[config.mk]
export PLATFORM = sky130hd
export DESIGN_NAME = ncc_fifo
export DESIGN_NICKNAME = d
export VERILOG_FILES = /design/src/rtl/ncc_fifo.sv
export VERILOG_INCLUDE_DIRS = /design/src /design/src/rtl
export SDC_FILE = /design/constraint.sdc
export NUM_CORES = 1
export LEC_CHECK = 0
export CORE_MARGIN = 5
export CORE_UTILIZATION = 35
export CTS_CLUSTER_DIAMETER = 30
export DETAILED_ROUTE_END_ITERATION = 16
export DONT_BUFFER_PORTS = 1
export PLACE_DENSITY = 0.53
export SYNTH_ARGS = -nofsm -noshare
export SYNTH_HDL_FRONTEND = slang
export SYNTH_SLANG_ARGS = --single-unit
[constraint.sdc]
create_clock -name clk -period 1.65 [get_ports clk]
set_input_delay 0.165 -clock clk [delete_from_list [all_inputs] [get_ports clk]]
set_output_delay 0.165 -clock clk [all_outputs]
set_load 0.05 [all_outputs]
[src/rtl/assert_macros.svh]
// assertion macros shared by the rtl modules
`ifndef ASSERT_MACROS_SVH
`define ASSERT_MACROS_SVH

// property must hold at every clock edge outside reset
`define NCC_ASSERT(lbl, clk, rst_n, prop) \
    lbl: assert property (@(posedge clk) disable iff (!rst_n) (prop)) \
        else $error("ncc assertion failed");

// expression must never be true outside reset
`define NCC_NEVER(lbl, clk, rst_n, expr) \
    lbl: assert property (@(posedge clk) disable iff (!rst_n) !(expr)) \
        else $error("ncc forbidden condition");

`endif

[src/rtl/ncc_fifo.sv]
// small synchronous queue used between the front, the engine and the result port
module ncc_fifo #(
    parameter int WIDTH = 8,
    parameter int DEPTH = 2
) (
    input  logic             clk,
    input  logic             rst_n,
    input  logic             push,
    input  logic [WIDTH-1:0] wdata,
    output logic             full,
    input  logic             pop,
    output logic [WIDTH-1:0] rdata,
    output logic             empty
);
    `include "assert_macros.svh"

    localparam int PTR_W = $clog2(DEPTH);

    logic [WIDTH-1:0] store_reg [DEPTH];
    logic [PTR_W:0]   wptr_reg, wptr_next;
    logic [PTR_W:0]   rptr_reg, rptr_next;

    assign empty = (wptr_reg == rptr_reg);
    assign full  = (wptr_reg[PTR_W] != rptr_reg[PTR_W])
                && (wptr_reg[PTR_W-1:0] == rptr_reg[PTR_W-1:0]);
    assign rdata = store_reg[rptr_reg[PTR_W-1:0]];

    always_comb
    begin
        wptr_next = wptr_reg + ((push && !full) ? 1'b1 : 1'b0);
        rptr_next = rptr_reg + ((pop && !empty) ? 1'b1 : 1'b0);
    end

    always_ff @(posedge clk or negedge rst_n)
    begin
        if (!rst_n)
        begin
            wptr_reg <= '0;
            rptr_reg <= '0;
        end
        else
        begin
            wptr_reg <= wptr_next;
            rptr_reg <= rptr_next;
        end
    end

    always_ff @(posedge clk)
    begin
        if (push && !full)
        begin
            store_reg[wptr_reg[PTR_W-1:0]] <= wdata;
        end
    end

    `NCC_NEVER(a_full_and_empty, clk, rst_n, full && empty)
    `NCC_NEVER(a_no_push_full, clk, rst_n, push && full)
    `NCC_ASSERT(a_fill_bound, clk, rst_n, (wptr_reg - rptr_reg) <= (PTR_W+1)'(DEPTH))

endmodule

==> summary.txt, run 1 <==
First-pass GRT wire length -> 2.249 mm
Max reg flops -> 16
Worst path bufs/invs -> 2
Status -> finished clean
Layout area overhead -> 28.24%
Drt wl/cell -> 14.45 microns
Placed inst area -> 878.3 sq um
Dpl hpwl -> 1.035 mm
Total core area -> 0.002191 sq mm
Die width -> 57.87 microns
Met3 usage -> 3.341%
Worst Reg2Reg Path Length in Cells -> 4
Synth Instances -> 44
Period minus WS final -> 1.543 ns
Final instance area -> 0.001028 sq mm
Largest net degree at the start of global routing -> 13
Synth area leader -> edfxtp_1
Synth Register Bits -> 20
Layout net count -> 79
Max-slew violation count -> 0
Final RePlAce weighted congestion -> 0.7687
Reg clk slew, reported paths -> 0.11 ns
CTS tree -> built
Number of global-route vias before repair -> 491
Grt peak-use layer -> met2
Post-synth top area share -> 59.91%
Layout Cells excl Fill -> 91
Syn_nets -> 59
ANT nets after route -> 0
Crit-path leading delay family -> flip-flops
Clk sinks -> 20
Hold Crit Class -> in2async
GRT Total Usage -> 8.892%
Worst-case clock buffer depth -> 2
CP required -> 1.48 ns
Remaining Overflow, GRT -> 0
H-tree depth -> 1
Fill cells -> 198
Initial antenna violation count -> 0
Startpoint types -> register
Reg2reg start -> rptr_reg[1]
Clock latency on the worst-skew pair -> 0.30 ns
Vias after detailed routing -> 413
Crit path max-delay cell type -> dfrtp_1
Max cap viols -> 0
Finished Core Util -> 46.94%
Sequential fraction of the synthesis area -> 72.39%
Crit path cell chain -> buf_6, xor2_1, nor2_1, buf_6
Post-CTS Setup Inserts -> 0
Met2 usage -> 16.13%
Post-Syn Area per Cell -> 18.23 sq um
Worst rel slew slack -> 81.76%
I/O Pins -> 22
Mapped cell area -> 802.0 sq um
Starting Density -> 36.61%
Yosys warns -> 0
DIE HEIGHT -> 57.87 microns
Multi-input gate area -> 202.7 sq um
IO buf count -> 0
Fmax -> 648.0 MHz
Flop2flop setup slack -> 0.20 ns
Tightest Pin Transition -> 0.2747 ns
Crit path arrival time -> 1.38 ns
Final WL -> 1.315 mm
Max FO, Critical Path -> 10
Fin. Hold Viols -> 0
CTS Buf Count -> 3
DR DRC count -> 0
Layout cells sized above 1 -> 30.16%
Tcrit/Tclk final -> 93.53%
Area contributors post-synth -> edfxtp_1, dfrtp_1, mux2_2, ha_1, xor2_1
Via-per-instance ratio -> 4.538
First drt pass iteration count -> 2
FF/Latch Area -> 580.6 sq um
Unique masters post-synth -> 10
Post-Place Cells -> 78
FP Rows -> 17
Antenna cells -> 0
Setup CP Type -> reg2out
Die area -> 0.003349 sq mm
Clk_skew -> 0.005335 ns
Most used cell along the critical path -> buf_6
Setup TNS -> 0 ns
Clk root buf -> clkbuf_4
RSZ-0062 raised after global routing -> no
Reg-to-Reg End -> store_reg[0][4]
Worst Setup End Kind -> primary output
DR iter-0 viols -> 2
GR met1 Demand/Resource -> 8.964%
Final setup viols -> 0
CP peak stage delay -> 0.42 ns
[cell usage in the layout, fill, tap and decap left out, drive strengths merged, types with 3 or more instances in the layout]
master | synthesis | routed
ha | 3 | 3
xor2 | 4 | 4
buf | 1 | 7
edfxtp | 16 | 16
dlygate4sd3 | 0 | 9
mux2 | 8 | 8
dfrtp | 4 | 4
clkbuf | 0 | 3
[stage by stage]
stage,setup slack [ns],hold WS [ns]
finish,0.1068,0.1241
floorplan,0.1303,-0.1306
CTS,0.06880,0.1094
global route,0.01033,0.1246
detailed placement,0.1902,-0.1305
global placement,0.2725,-0.1305
[worst reg2reg max path, cell delays in order (launching register included)]
cell      delay, ns
dfrtp_1        0.43
xor2_1         0.19
a21boi_1       0.20
ha_1           0.21
buf_4          0.15
[cell families (layout without fill, tap and decap cells)]
kind of cell / after synthesis / in the layout / synth area share (%)
flip-flops: 20 / 20 / 72.39
buffers and inverters: 3 / 22 / 2.340
adder cells (fa/ha/maj): 3 / 3 / 4.681
multiplexers: 8 / 8 / 11.23
AO/OA/AOI/OAI: 2 / 2 / 1.872
AND/OR/NAND/NOR: 2 / 2 / 0.9364
XOR/XNOR: 6 / 6 / 6.552
[worst max-delay path by stage]
stage,from,to,slack [ns],cells after the start
global placement,rptr_reg[1],store_reg[1][3],0.27,4
global route,rptr_reg[0],full,0.01,4
floorplan,rptr_reg[0],store_reg[1][0],0.13,4
detailed placement,rptr_reg[1],store_reg[0][0],0.19,4
finish,rptr_reg[0],full,0.11,4
CTS,rptr_reg[0],full,0.07,4
[per-layer routing]
metal | share of wire [%] | up-vias
li1 | - | 197
met2 | 51 | 14
met5 | 0 | -
met4 | 1.1 | 0
met1 | 40 | 200
met3 | 7.8 | 2
[synthesized netlist by cell type]
master     n
edfxtp_1  16
xor2_1     4
inv_1      2
dfrtp_1    4
ha_1       3
nor2_1     2
mux2_2     8
xnor2_1    2
a21boi_1   2
buf_6      1
[timing repair]
action / in CTS / in global routing
resized for setup: 0 / 2
hold endpoints to repair: 20 / 0
endpoints found under the setup margin: 0 / 2
hold buffers: 9 / 0
[layout make-up]
class,count,share of cell area (%)
Sequential cell,20,56.45
Multi-Input combinational cell,21,19.71
Timing Repair Buffer,16,14.60
Tap cell,28,3.406
Clock inverter,1,2.920
Clock buffer,3,2.190
Inverter,2,0.7299
Power of run 1 is left out: the tool's default activity adds up to more than one toggle a clock period on the data nets, which glitch-free logic cannot reach.
==> run 2, diff against run 1 <==
BUFFER_PORTS_ARGS = -buffer_cell sky130_fd_sc_hd__buf_4   (was unset)
CORE_MARGIN = unset   (was 5)
DONT_BUFFER_PORTS = unset   (was 1)
PLACE_DENSITY = 0.61   (was 0.53)
==> run 2 against run 1 <==
Routed wire length is 12% lower. Global-route usage grew 2.4 points. Die area down 26%. Clock-buffer cell count rose by 1. Worst hold slack got worse by 0.067 ns. Sequential share of layout area is 0.61 points lower. Critical path depth down 1. Non-clock buffer count up 8. First-iteration DRC count up 50%. Worst setup slack improved by 0.0037 ns.
==> summary.txt, run 2 (synthesized netlist as in run 1, its figures left out) <==
Status -> finished clean (unchanged)
Layout area overhead -> 29.64% (was 28.24%)
H-tree depth -> 1 (unchanged)
Max cap viols -> 0 (unchanged)
Tightest Pin Transition -> 0.2263 ns (was 0.2747 ns)
Via-per-instance ratio -> 4.327 (was 4.538)
Layout cells sized above 1 -> 49.30% (was 30.16%)
Vias after detailed routing -> 424 (was 413)
First drt pass iteration count -> 2 (unchanged)
DR DRC count -> 0 (unchanged)
Antenna cells -> 0 (unchanged)
ANT nets after route -> 0 (unchanged)
Max FO, Critical Path -> 10 (unchanged)
Worst path bufs/invs -> 2 (unchanged)
Most frequent cells in the layout -> buf_4, edfxtp_1, mux2_2, xor2_1, dfrtp_1 (was edfxtp_1, dlygate4sd3_1, mux2_2, buf_4)
Drt wl/cell -> 11.79 microns (was 14.45 microns)
First-pass GRT wire length -> 1.994 mm (was 2.249 mm)
Initial antenna violation count -> 0 (unchanged)
FP Rows -> 16 (was 17)
Crit path cell chain -> buf_6, mux2_2, buf_4 (was buf_6, xor2_1, nor2_1, buf_6)
Tcrit/Tclk final -> 93.30% (was 93.53%)
Setup CP Type -> reg2out (unchanged)
Final RePlAce weighted congestion -> 0.6652 (was 0.7687)
Clk_skew -> 0.005172 ns (was 0.005335 ns)
Max reg flops -> 16 (unchanged)
GRT Total Usage -> 11.24% (was 8.892%)
IO buf count -> 21 (was 0)
Die area -> 0.002487 sq mm (was 0.003349 sq mm)
Fmax -> 649.6 MHz (was 648.0 MHz)
Worst rel slew slack -> 84.91% (was 81.76%)
CP required -> 1.48 ns (about the same)
Fin. Hold Viols -> 0 (unchanged)
Worst Setup End Kind -> primary output (unchanged)
Clock latency on the worst-skew pair -> 0.28 ns (was 0.30 ns)
Number of global-route vias before repair -> 431 (was 491)
Clk root buf -> clkbuf_4 (unchanged)
Die width -> 49.87 microns (was 57.87 microns)
Startpoint types -> register (unchanged)
Worst-case clock buffer depth -> 2 (unchanged)
Remaining Overflow, GRT -> 0 (unchanged)
Clk sinks -> 20 (unchanged)
DR iter-0 viols -> 3 (was 2)
Crit path arrival time -> 1.37 ns (was 1.38 ns)
Post-CTS Setup Inserts -> 0 (unchanged)
RSZ-0062 raised after global routing -> no (unchanged)
Crit path max-delay cell type -> dfrtp_1 (unchanged)
Starting Density -> 38.90% (was 36.61%)
CTS tree -> built (unchanged)
CTS Buf Count -> 3 (unchanged)
Final WL -> 1.155 mm (was 1.315 mm)
Crit-path leading delay family -> flip-flops (unchanged)
Period minus WS final -> 1.540 ns (was 1.543 ns)
Final setup viols -> 0 (unchanged)
DIE HEIGHT -> 49.87 microns (was 57.87 microns)
Hold Crit Class -> in2reg (was in2async)
Reg clk slew, reported paths -> 0.10 ns (was 0.11 ns)
Dpl hpwl -> 824.9 microns (was 1.035 mm)
I/O Pins -> 22 (unchanged)
Total core area -> 0.002062 sq mm (was 0.002191 sq mm)
Max-slew violation count -> 0 (unchanged)
Layout net count -> 87 (was 79)
Leading cell type in the layout, fill and taps excluded -> buf_4 (was edfxtp_1)
Setup TNS -> 0 ns (unchanged)
CP peak stage delay -> 0.39 ns (was 0.42 ns)
Largest net degree at the start of global routing -> 12 (was 13)
## run 2: final timing paths
kind                       depth (start not counted)  slack [ns]   startpoint               to
setup / recovery                                   3        0.11  rptr_reg[0]         rdata[3]
hold / removal                                     1        0.06     wdata[2]  store_reg[0][2]
setup reg to reg                                   3        0.17  wptr_reg[0]  store_reg[1][3]
hold reg to reg                                    1        0.54  wptr_reg[1]      wptr_reg[1]
max in group asynchronous                          2        1.35        rst_n      rptr_reg[0]
min in group asynchronous                          2        0.20        rst_n      wptr_reg[0]
## run 2: cell type report
cell class                 count  area [sq um]
clock buffer                   4         26.28
fill                         175          1022
inverter                       2         7.507
multi-input combinational     21         205.2
sequential                    20         580.6
tap                           27         33.78
timing repair buffer          24         186.4
## run 2: repair_timing
action                     4_1_cts  5_1_grt
setup endpoints to repair        0       12
hold endpoints to repair         4        0
resized for setup                0        2
hold buffers                     1        0
## run 2: metal layers
metal,vias up,wire length (microns),GRT usage [%]
met5,-,0,0
met4,0,9,5.714
met3,2,51,2.778
met2,14,527,16.44
met1,194,567,15.37
li1,214,-,-
## run 2: stage by stage
step	utilization (%)	hold WS (ns)	worst slack (ns)	std cells	area, sq um
floorplan	-	-0.1306	0.1303	44	802.0
global placement	48.36	-0.03753	0.1019	93	997.2
detailed placement	48.36	-0.03695	0.07546	93	997.2
CTS	50.12	0.04401	0.05288	98	1033
global route	50.42	0.02445	0.02932	98	1040
finish	50.42	0.05678	0.1105	98	1040
Power of run 2 is left out for the same reason.
