**src/rtl/assert_macros.svh**
```systemverilog
// assertion macros shared by the rtl modules
`ifndef ASSERT_MACROS_SVH
`define ASSERT_MACROS_SVH

// property must hold at every clock edge outside reset
`define NCC_ASSERT(lbl, clk, rst_n, prop) \
    lbl: assert property (@(posedge clk) disable iff (!rst_n) (prop)) \
        else $error("ncc assertion failed");

// expression must never be true outside reset
`define NCC_NEVER(lbl, clk, rst_n, expr) \
    lbl: assert property (@(posedge clk) disable iff (!rst_n) !(expr)) \
        else $error("ncc forbidden condition");

`endif

```
**src/rtl/ncc_pkg.sv**
```systemverilog
// types, constants and helper functions of the n-gram context counter
package ncc_pkg;

    localparam int WINDOW_LEN  = 5;
    localparam int TABLE_SLOTS = 1024;
    localparam int TOKEN_KINDS = 256;

    localparam int OP_W    = 2;
    localparam int TOK_W   = 8;
    localparam int SLOT_W  = $clog2(TABLE_SLOTS);
    localparam int LEN_W   = 3;
    localparam int CNT_W   = 16;
    localparam int USED_W  = $clog2(TABLE_SLOTS + 1);
    localparam int KIND_W  = $clog2(TOKEN_KINDS);
    localparam int WIDX_W  = $clog2(WINDOW_LEN);

    localparam logic [OP_W-1:0] OP_COUNT = 2'd0;
    localparam logic [OP_W-1:0] OP_READ  = 2'd1;
    localparam logic [OP_W-1:0] OP_CLEAR = 2'd2;

    localparam logic [31:0] MUR_C1  = 32'hcc9e2d51;
    localparam logic [31:0] MUR_C2  = 32'h1b873593;
    localparam logic [31:0] MUR_ADD = 32'he6546b64;
    localparam logic [31:0] MUR_F1  = 32'h85ebca6b;
    localparam logic [31:0] MUR_F2  = 32'hc2b2ae35;
    localparam logic [31:0] PAD_WORD = 32'hFFFFFFFF;

    typedef struct packed {
        logic [OP_W-1:0]   operation;
        logic [TOK_W-1:0]  token;
        logic [SLOT_W-1:0] slot;
    } item_t;

    typedef struct packed {
        logic              status;
        logic              slot_valid;
        logic [LEN_W-1:0]  context_length;
        logic [TOK_W-1:0]  context_token0;
        logic [TOK_W-1:0]  context_token1;
        logic [TOK_W-1:0]  context_token2;
        logic [TOK_W-1:0]  context_token3;
        logic [TOK_W-1:0]  context_token4;
        logic [CNT_W-1:0]  follow_count;
        logic [USED_W-1:0] slots_used;
    } result_t;

    typedef enum logic [1:0] {
        CMD_COUNT,
        CMD_READ,
        CMD_CLEAR,
        CMD_NOP
    } cmd_kind_t;

    typedef struct packed {
        cmd_kind_t         kind;
        logic [TOK_W-1:0]  token;
        logic [SLOT_W-1:0] slot;
    } cmd_t;

    typedef logic [WINDOW_LEN-1:0][TOK_W-1:0] window_t;

    typedef struct packed {
        logic             used;
        logic [LEN_W-1:0] length;
        window_t          tok;
    } slot_entry_t;

    function automatic logic [31:0] rotl32(input logic [31:0] x, input int r);
        return (x << r) | (x >> (32 - r));
    endfunction

endpackage

```
**src/rtl/ncc_fifo.sv**
```systemverilog
// small synchronous queue used between the front, the engine and the result port
module ncc_fifo #(
    parameter int WIDTH = 8,
    parameter int DEPTH = 2
) (
    input  logic             clk,
    input  logic             rst_n,
    input  logic             push,
    input  logic [WIDTH-1:0] wdata,
    output logic             full,
    input  logic             pop,
    output logic [WIDTH-1:0] rdata,
    output logic             empty
);
    `include "assert_macros.svh"

    localparam int PTR_W = $clog2(DEPTH);

    logic [WIDTH-1:0] store_reg [DEPTH];
    logic [PTR_W:0]   wptr_reg, wptr_next;
    logic [PTR_W:0]   rptr_reg, rptr_next;

    assign empty = (wptr_reg == rptr_reg);
    assign full  = (wptr_reg[PTR_W] != rptr_reg[PTR_W])
                && (wptr_reg[PTR_W-1:0] == rptr_reg[PTR_W-1:0]);
    assign rdata = store_reg[rptr_reg[PTR_W-1:0]];

    always_comb
    begin
        wptr_next = wptr_reg + ((push && !full) ? 1'b1 : 1'b0);
        rptr_next = rptr_reg + ((pop && !empty) ? 1'b1 : 1'b0);
    end

    always_ff @(posedge clk or negedge rst_n)
    begin
        if (!rst_n)
        begin
            wptr_reg <= '0;
            rptr_reg <= '0;
        end
        else
        begin
            wptr_reg <= wptr_next;
            rptr_reg <= rptr_next;
        end
    end

    always_ff @(posedge clk)
    begin
        if (push && !full)
        begin
            store_reg[wptr_reg[PTR_W-1:0]] <= wdata;
        end
    end

    `NCC_NEVER(a_full_and_empty, clk, rst_n, full && empty)
    `NCC_NEVER(a_no_push_full, clk, rst_n, push && full)
    `NCC_ASSERT(a_fill_bound, clk, rst_n, (wptr_reg - rptr_reg) <= (PTR_W+1)'(DEPTH))

endmodule

```
**src/rtl/ncc_front.sv**
```systemverilog
// front part: accepts items, classifies them into commands and queues them
module ncc_front (
    input  logic           clk,
    input  logic           rst_n,
    input  logic           push,
    input  ncc_pkg::item_t item,
    output logic           full,
    input  logic           cmd_pop,
    output ncc_pkg::cmd_t  cmd,
    output logic           cmd_valid
);
    import ncc_pkg::*;

    cmd_t                 cmd_in;
    logic [$bits(cmd_t)-1:0] cmd_bits;
    logic                 cmd_empty;
    logic                 tok_ok;

    assign tok_ok = ({1'b0, item.token} < (TOK_W+1)'(TOKEN_KINDS));

    always_comb
    begin
        cmd_in.token = item.token;
        cmd_in.slot  = item.slot;
        unique case (item.operation)
            OP_COUNT: cmd_in.kind = tok_ok ? CMD_COUNT : CMD_NOP;
            OP_READ:  cmd_in.kind = CMD_READ;
            OP_CLEAR: cmd_in.kind = CMD_CLEAR;
            default:  cmd_in.kind = CMD_NOP;
        endcase
    end

    ncc_fifo #(
        .WIDTH ($bits(cmd_t)),
        .DEPTH (2)
    ) u_cmd_q (
        .clk   (clk),
        .rst_n (rst_n),
        .push  (push),
        .wdata (cmd_in),
        .full  (full),
        .pop   (cmd_pop),
        .rdata (cmd_bits),
        .empty (cmd_empty)
    );

    assign cmd       = cmd_t'(cmd_bits);
    assign cmd_valid = !cmd_empty;

endmodule

```
**config.mk**
```make
export PLATFORM = sky130hd
export DESIGN_NAME = ncc_front
export DESIGN_NICKNAME = d
export VERILOG_FILES = /design/src/rtl/ncc_pkg.sv /design/src/rtl/ncc_fifo.sv /design/src/rtl/ncc_front.sv
export VERILOG_INCLUDE_DIRS = /design/src /design/src/rtl
export SDC_FILE = /design/constraint.sdc
export NUM_CORES = 1
export LEC_CHECK = 0
export BUFFER_PORTS_ARGS = -buffer_cell sky130_fd_sc_hd__buf_2
export CORE_MARGIN = 2
export CORE_UTILIZATION = 45
export DETAILED_ROUTE_END_ITERATION = 10
export PLACE_DENSITY = 0.7
export SLEW_MARGIN = 25
export SYNTH_ARGS = -nofsm -noshare
export SYNTH_HDL_FRONTEND = slang
export SYNTH_SLANG_ARGS = --single-unit
```
**constraint.sdc**
```tcl
create_clock -name clk -period 2.3 [get_ports clk]
set_input_delay 0.115 -clock clk [delete_from_list [all_inputs] [get_ports clk]]
set_output_delay 0.115 -clock clk [all_outputs]
set_load 0.005 [all_outputs]
```
==> results.cfg, run 1 <==
[clocking]
clkSinkCount = 44
htreeDepth = 2
path_clk_slew_ps = 70
cts_buffer_depth = 2
clockRootBuffer = clkbuf_8
clkLatencyLatePin_ps = 290
numCtsBuffers = 5
tritoncts = done

[power_and_ir_drop]
p_sw_share_pct = 27.50
comb_power_share_pct = 36.3
p_switching_uw = 782.9
irDropWorstVdd_mv = 0.9474
finalPower_mw = 2.847
internal_power_mw = 2.064
power_frac_clock_pct = 19.6
seqPwrFrac_pct = 44.2
leakage_nw = 0.9206
pwr_density_cell_nw_per_um2 = 1301

[yosys]
synth-xor-area-share_pct = 2.509
synth_top_family_by_area = multiplexers
syn-num-nets = 109
synthAdderAreaFrac_pct = 2.151
synth_largest_area_cell = edfxtp_1
ys_seq_area_share_pct = 74.55
syn-cell-area_um2 = 1745
synth_top_area_share_pct = 68.82
synth_top_cells_by_count = edfxtp_1 (40), mux2_4 (20), dfrtp_1 (4), ha_1 (3), xor2_1 (3)
ys_ff_latch = 44
synth.most_common_cell = edfxtp_1
synth.area.mux_share_pct = 17.20
synthArstFlopShare_pct = 9.091
synth_flop_cell = edfxtp_1
synth_compound_area_share_pct = 0.8602
synth.avg_cell_area_um2 = 21.29
synth-edff-count = 40
yosys_warnings = 0
yosysUniqueCellTypes = 12
synth_area_leaders = edfxtp_1 (69%), mux2_4 (17%), dfrtp_1 (5.7%)
syn_inst = 82
synth-simple-area-share_pct = 0.5735

[critical_path]
worstSetupStartpoint = u_cmd_q.rptr_reg[1]$_DFF_PN0_
criticalPathCategory = register to register
cp-end-kind = register
arrival_ps = 1730
slowest_stage = dfrtp_1
r2r-end = u_cmd_q.store_reg[0][13]$_DFFE_PP_
path_cells = xor2_1, a21boi_1, ha_1, buf_4
r2r_slack_ps = 560
cp.required_ps = 2290
cpPeakStageDelay_ps = 420
r2r_start = u_cmd_q.rptr_reg[1]$_DFF_PN0_
critical_path_peak_fanout = 15
start_kind = register
crit_path_end = u_cmd_q.store_reg[0][13]$_DFFE_PP_
reg2regPathDepth = 4

[timing]
grt_setup_unrepaired = no
setup_tns_ps = 0
skew_ps = 3.913
hold_violations = 0
slew_violations = 0
final-setup-viol-count = 0
max_freq_ghz = 0.5746
period_minus_slack_ps = 1740
fin_crit_sh_pct = 75.67
worst_pin_slew_ps = 398.3
max-slew-margin-rel_pct = 73.45
fin_ws_ps = 559.5

[route]
wl_um = 2619
vias_per_cell = 4.569
drc = 0
drtPass1Iterations = 2
ant_nets = 0
drt-wirelength-per-cell_um = 13.93
drt_iter0_drc = 15
dr_total_vias = 859

[finish]
multi_input_area_um2 = 406.6
nNetsFinal = 166
syn_to_final_growth_pct = 25.38
drive_above_1_share_pct = 54.29
final_core_util_pct = 59.33
fill_cells = 311
seqCellArea_um2 = 1301
largest_register_ffs = 40
antennaDiodeCount = 0

[grt]
grt_max_degree = 22
grt_pass1_vias = 859
track_usage_pct = 13.31
antenna_found_initial = 0
grt_pass1_wl_um = 4105
grt_overflow = 0

[min_path]
hold_path.class = input pin to register

[placement]
dp_hpwl_um = 1920
io_buffers = 45
gp_congestion = 0.6685
pre_cts_ws_ps = 570.6

[status]
outcome = finished, final reports clean

[floorplan]
ios = 46
core_area_um2 = 3689
die_w_um = 66.28
rows = 22
die_h_um = 66.28
die-area_um2 = 4393
start_util_pct = 47.32

[job]
cap_violations = 0
==> logic make-up after synthesis <==
logic type,count (synthesis)
AO/OA/AOI/OAI,2
XOR/XNOR,5
adder cells (fa/ha/maj),3
buffers and inverters,6
flip-flops,44
multiplexers,20
AND/OR/NAND/NOR,2
==> cell type report <==
type | instances | area share (%)
sequential | 44 | 59.46
multi-input combinational | 32 | 18.58
timing repair buffer | 54 | 13.95
clock buffer | 6 | 3.316
tap | 48 | 2.744
clock inverter | 2 | 1.601
inverter | 2 | 0.3431
==> power groups by stage <==
| stage | Sequential, mW | Clock, mW | Combinational [mW] |
|---|---|---|---|
| 3_5_place_dp | 1.28 | 0 | 1.04 |
| 2_1_floorplan | 1.26 | 0 | 0.708 |
| 5_1_grt | 1.29 | 0.607 | 1.14 |
| 6_report | 1.26 | 0.557 | 1.03 |
| 4_1_cts | 1.26 | 0.567 | 1.05 |
| 3_3_place_gp | 1.26 | 0 | 1.03 |
==> per-stage QoR <==
step,cells,instance area [um^2],hold slack [ps]
2_1_floorplan,82,1745,-180.6
3_3_place_gp,175,2031,-79.29
3_5_place_dp,175,2031,-75.16
4_1_cts,184,2148,1.254
5_1_grt,188,2188,3.440
6_report,188,2188,10.01
==> critical path: cells and delay by family, from the launching register on <==
family                   cells  cell delay [ps]
flip-flops                   1              420
XOR/XNOR                     1              190
AO/OA/AOI/OAI                1              210
adder cells (fa/ha/maj)      1              330
buffers and inverters        1              290
==> routing by layer <==
layer / share of wire [%] / GRT usage [%] / wire (um)
met1: 40 / 15.19 / 1043
met2: 53 / 22.50 / 1390
met3: 5.8 / 5.451 / 152
met4: 1.2 / 4.592 / 32
met5: 0 / 0 / 0
==> how the worst min path moves through the flow <==
stage	start	cells past startpoint	end
CTS	item[0]	1	u_cmd_q.store_reg[1][0]$_DFFE_PP_
global placement	rst_n	1	u_cmd_q.rptr_reg[0]$_DFF_PN0_
detailed placement	rst_n	1	u_cmd_q.wptr_reg[0]$_DFF_PN0_
global route	item[2]	1	u_cmd_q.store_reg[1][2]$_DFFE_PP_
floorplan	rst_n	0	u_cmd_q.rptr_reg[0]$_DFF_PN0_
finish	item[12]	1	u_cmd_q.store_reg[0][12]$_DFFE_PP_
==> layout by cell type (no fill, tap or decap), drive strengths merged <==
master	instances
buf	49
edfxtp	40
mux2	20
clkbuf	6
dlygate4sd3	5
dfrtp	4
xor2	3
ha	3
xnor2	2
inv	2
a21boi	2
and2	1
nand2	1
clkinv	1
bufinv	1
==> what timing repair did <==
action | 4_1_cts | 5_1_grt
resized for setup | 0 | 0
hold buffers | 1 | 4
endpoints found under the hold margin | 4 | 7
buffers inserted | 0 | 0
No activity file was read; power rests on OpenSTA's default activity.
==> run 2, diff against run 1 <==
==> constraint.sdc (replaced) <==
create_clock -name clk -period 1.8 [get_ports clk]
set_input_delay 0.09 -clock clk [delete_from_list [all_inputs] [get_ports clk]]
set_output_delay 0.09 -clock clk [all_outputs]
set_load 0.005 [all_outputs]
==> results.cfg, run 2 (synthesized netlist as in run 1, its figures left out) <==
[status]
outcome = finished, final reports clean

[route]
dr_total_vias = 928
ant_nets = 0
vias_per_cell = 4.549
drt_iter0_drc = 31
drt-wirelength-per-cell_um = 12.83
drc = 0
wl_um = 2618
drtPass1Iterations = 4

[clocking]
clkSinkCount = 44
cts_buffer_depth = 2
cts_setup_buffers = 0
path_clk_slew_ps = 80
htreeDepth = 2
numCtsBuffers = 5
tritoncts = done
clockRootBuffer = clkbuf_8
hold_buffers = 20
clkLatencyLatePin_ps = 280
postCtsResizedCells = 0

[floorplan]
die_w_um = 66.28
core_area_um2 = 3689
start_util_pct = 47.32
ios = 46
die-area_um2 = 4393
rows = 22
die_h_um = 66.28

[timing]
max_freq_ghz = 0.6365
max-slew-margin-rel_pct = 74.83
final-setup-viol-count = 0
fin_ws_ps = 228.9
period_minus_slack_ps = 1571
slew_violations = 0
worst_pin_slew_ps = 377.5
fin_crit_sh_pct = 87.29
hold_violations = 0
setup_tns_ps = 0
grt_setup_unrepaired = no
skew_ps = 6.023

[critical_path]
critical_path_peak_fanout = 21
slowest_stage = dfrtp_1
cp.required_ps = 1710
arrival_ps = 1480
start_kind = register
crit_buf_inv = 2
cpPeakStageDelay_ps = 360
cp-end-kind = primary output
criticalPathCategory = register to primary output
path_cells = buf_4, mux2_4, buf_2
cp_top_family = buffers and inverters

[placement]
io_buffers = 45
pre_cts_ws_ps = 226.7
gp_congestion = 0.6325

[finish]
antennaDiodeCount = 0
nNetsFinal = 182
syn_to_final_growth_pct = 35.70
drive_above_1_share_pct = 49.36
final_cell_mix = buf_2 (45), edfxtp_1 (40), dlygate4sd3_1 (21)
multi_input_area_um2 = 406.6
final_common_cell = buf_2
fill_cells = 284
seqCellArea_um2 = 1301
largest_register_ffs = 40

[power_and_ir_drop]
irDropWorstVdd_mv = 1.209
pwr_density_cell_nw_per_um2 = 1566
leakage_nw = 0.9904

[job]
cap_violations = 0

[min_path]
hold_path.class = input pin to async pin

[grt]
grt_max_degree = 22
grt_pass1_vias = 916
grt_pass1_wl_um = 4015
track_usage_pct = 13.17
antenna_found_initial = 0
grt_overflow = 0
## run 2: cell count changes in the layout (fill, tap and decap cells not counted)
cell / before / now
clkinv_2: 1 / 0
buf_4: 4 / 3
clkbuf_1: 1 / 0
inv_6: 0 / 1
buf_12: 0 / 1
dlygate4sd3_1: 5 / 21
clkinvlp_4: 0 / 1
## run 2: worst paths after layout
path | start | endpoint | slack [ps] | cells past startpoint
max in group asynchronous | rst_n | u_cmd_q.wptr_reg[1]$_DFF_PN0_ | 1560 | 2
hold reg to reg | u_cmd_q.rptr_reg[1]$_DFF_PN0_ | u_cmd_q.rptr_reg[1]$_DFF_PN0_ | 530 | 1
min in group clk | cmd_pop | u_cmd_q.rptr_reg[0]$_DFF_PN0_ | 190 | 3
setup reg to reg | u_cmd_q.rptr_reg[1]$_DFF_PN0_ | u_cmd_q.store_reg[1][2]$_DFFE_PP_ | 240 | 4
hold / removal | rst_n | u_cmd_q.wptr_reg[0]$_DFF_PN0_ | 120 | 2
setup / recovery | u_cmd_q.rptr_reg[0]$_DFF_PN0_ | cmd[1] | 230 | 3
## run 2: area by class of cell
class | count | area share (%)
multi-input cells | 32 | 17.17
clock inverters | 3 | 1.955
repair buffers | 70 | 20.18
clock buffers | 5 | 2.905
well taps | 48 | 2.536
flip-flops and latches | 44 | 54.94
inverters | 2 | 0.3170
## run 2: metal layers
layer / vias up / global-route usage, % / wire length, um / share of wire (%)
met5: - / 0 / 0 / 0
met4: 0 / 6.888 / 48 / 1.8
met3: 5 / 3.237 / 132 / 5.0
met2: 28 / 24.13 / 1431 / 55
met1: 444 / 13.71 / 1006 / 38
li1: 451 / - / - / -
## run 2: metrics by stage
stage | power (mW) | cell area [um^2] | instances | utilization, % | hold WS [ps]
2_1_floorplan | 2.516 | 1745 | 82 | - | -205.6
3_3_place_gp | 2.951 | 2043 | 175 | 55.39 | -104.2
3_5_place_dp | 2.993 | 2043 | 175 | 55.39 | -99.39
4_1_cts | 3.750 | 2359 | 203 | 63.94 | 0.007855
5_1_grt | 3.943 | 2369 | 204 | 64.21 | 140.8
6_report | 3.708 | 2369 | 204 | 64.21 | 124.6
## run 2: where the power goes
part,switching [mW],internal [mW],leakage (nW)
Sequential,0.105,1.49,0.418
Combinational,0.603,0.775,0.517
Clock,0.315,0.417,0.0548
Total,1.02,2.69,0.990
==> run 3, diff against run 2 <==
--- a/config.mk
+++ b/config.mk
@@ -6,6 +6,7 @@
 export SDC_FILE = /design/constraint.sdc
 export NUM_CORES = 1
 export LEC_CHECK = 0
+export ABC_AREA = 1
 export BUFFER_PORTS_ARGS = -buffer_cell sky130_fd_sc_hd__buf_2
 export CORE_MARGIN = 2
 export CORE_UTILIZATION = 45
@@ -14,4 +15,5 @@
 export SLEW_MARGIN = 25
 export SYNTH_ARGS = -nofsm -noshare
 export SYNTH_HDL_FRONTEND = slang
+export SYNTH_HIERARCHICAL = 1
 export SYNTH_SLANG_ARGS = --single-unit
==> results.cfg, run 3 <==
[placement]
gp_congestion = 0.7251
dp_hpwl_um = 2047
io_buffers = 45
place_inst = 231
dpl_cell_area_um2 = 2004

[grt]
grt_pass1_vias = 1166
antenna_found_initial = 0
track_usage_pct = 15.45
grt_max_degree = 21
grt_overflow = 0
grt_pass1_wl_um = 4761

[yosys]
synth.avg_cell_area_um2 = 12.37
yosysUniqueCellTypes = 11
synth_top_area_share_pct = 70.90
synth-edff-count = 40
synth.most_common_cell = nand2_1
syn-cell-area_um2 = 1694
ys_seq_area_share_pct = 76.81
synth_largest_area_cell = edfxtp_1
synth_flop_cell = edfxtp_1
yosys_warnings = 6
synthArstFlopShare_pct = 9.091
synth_area_leaders = edfxtp_1 (71%), nand2_1 (15%), dfrtp_1 (5.9%)
syn_inst = 137
synth_top_cells_by_count = nand2_1 (69), edfxtp_1 (40), inv_1 (8), buf_2 (4), dfrtp_1 (4)
ys_ff_latch = 44
syn-num-nets = 164

[timing]
holdWs_ps = 133.4
hold_violations = 0
worst_pin_slew_ps = 216.7
fin_crit_sh_pct = 87.14
max-slew-margin-rel_pct = 85.55
setup_tns_ps = 0
slew_violations = 0
skew_ps = 5.516
max_freq_ghz = 0.6375
grt_setup_unrepaired = no
period_minus_slack_ps = 1569
final-setup-viol-count = 0

[critical_path]
start_kind = register
slowest_stage = dfrtp_1
cp_common_cell = nand2_1
critical_path_peak_fanout = 12
cp-end-kind = register
criticalPathCategory = register to register
cpPeakStageDelay_ps = 410
path_cells = inv_2, nand2_1, nand2_1, a21oi_1, ha_1, buf_4
r2r_slack_ps = 230
r2r-end = u_cmd_q/store_reg[1][15]$_DFFE_PP_
cp.required_ps = 1780
reg2regPathDepth = 6
arrival_ps = 1550
r2r_start = u_cmd_q/rptr_reg[0]$_DFF_PN0_

[finish]
syn_to_final_growth_pct = 35.60
fin_area_um2 = 2297
largest_register_ffs = 40
fill_cells = 305
final_core_util_pct = 63.22
final_cells = 260
final_cell_mix = nand2_1 (69), buf_2 (45), edfxtp_1 (40)
nNetsFinal = 238
drive_above_1_share_pct = 28.30
final_common_cell = nand2_1
antennaDiodeCount = 0

[min_path]
hold_path.class = input pin to async pin

[power_and_ir_drop]
pwr_density_cell_nw_per_um2 = 1449
leakage_nw = 1.057
irDropWorstVdd_mv = 0.7814

[clocking]
path_clk_slew_ps = 80
numCtsBuffers = 5
postCtsResizedCells = 0
tritoncts = done
clkSinkCount = 44
cts_buffer_depth = 2
clkLatencyLatePin_ps = 290
clockRootBuffer = clkbuf_8
htreeDepth = 2
cts_setup_buffers = 0
hold_buffers = 20

[route]
dr_total_vias = 1207
wl_um = 3156
drtPass1Iterations = 4
vias_per_cell = 4.642
ant_nets = 0
drc = 0
drt_iter0_drc = 57
drt-wirelength-per-cell_um = 12.14

[floorplan]
die_w_um = 65.36
core_area_um2 = 3633
die_h_um = 65.36
start_util_pct = 46.63
ios = 46
die-area_um2 = 4271
rows = 22

[status]
outcome = finished, final reports clean

[job]
cap_violations = 0
## run 3: cell type report
type                       count  area [um^2]  area share (%)
clock buffer                   5        68.82           2.996
timing repair buffer          73        488.0           21.24
tap                           48        60.06           2.614
inverter                       9        33.78           1.471
clock inverter                 3        13.76          0.5991
multi-input combinational     78        331.6           14.43
sequential                    44         1301           56.65
## run 3: per-stage QoR
step           total power [mW]  setup WS, ps
2_1_floorplan             2.223         73.14
3_3_place_gp              2.706         361.3
3_5_place_dp              2.756         234.6
4_1_cts                   3.348         220.0
5_1_grt                   3.561         135.6
6_report                  3.328         231.5
## run 3: cell families after synthesis
group | after synthesis | share of synthesized area, %
AO/OA/AOI/OAI | 2 | 0.5909
XOR/XNOR | 2 | 1.034
AND/OR/NAND/NOR | 71 | 15.73
adder cells (fa/ha/maj) | 3 | 2.216
flip-flops | 44 | 76.81
buffers and inverters | 15 | 3.619
## run 3: metal layers
metal | wire length, um | vias up | track usage [%]
met1 | 1323 | 565 | 17.76
li1 | - | 590 | -
met5 | 0 | - | 0
met3 | 155 | 9 | 3.596
met4 | 82 | 0 | 9.375
met2 | 1595 | 43 | 26.15
## run 3: where the power goes
group	switching [mW]	internal, mW	total (mW)	leakage [nW]
registers	0.0954	1.44	1.54	0.419
clock network	0.300	0.263	0.563	0.0453
logic	0.721	0.504	1.22	0.592
## run 3: worst max-delay path by stage
| stage | from | end | slack [ps] |
|---|---|---|---|
| floorplan | u_cmd_q/rptr_reg[0]$_DFF_PN0_ | u_cmd_q/store_reg[1][0]$_DFFE_PP_ | 70 |
| global placement | u_cmd_q/rptr_reg[0]$_DFF_PN0_ | u_cmd_q/store_reg[1][10]$_DFFE_PP_ | 360 |
| detailed placement | u_cmd_q/rptr_reg[0]$_DFF_PN0_ | u_cmd_q/store_reg[1][2]$_DFFE_PP_ | 230 |
| CTS | u_cmd_q/rptr_reg[0]$_DFF_PN0_ | u_cmd_q/store_reg[1][15]$_DFFE_PP_ | 220 |
| global route | u_cmd_q/rptr_reg[0]$_DFF_PN0_ | u_cmd_q/store_reg[1][16]$_DFFE_PP_ | 140 |
| finish | u_cmd_q/rptr_reg[0]$_DFF_PN0_ | u_cmd_q/store_reg[1][15]$_DFFE_PP_ | 230 |
## run 3: critical path, delay by kind of cell (launching register included)
family,cells,cell delay [ps]
AOI/OAI and AO/OA,1,230
adders and majority gates,1,210
buffers and inverters,2,270
DFF,1,410
and+or+nand+nor,2,130
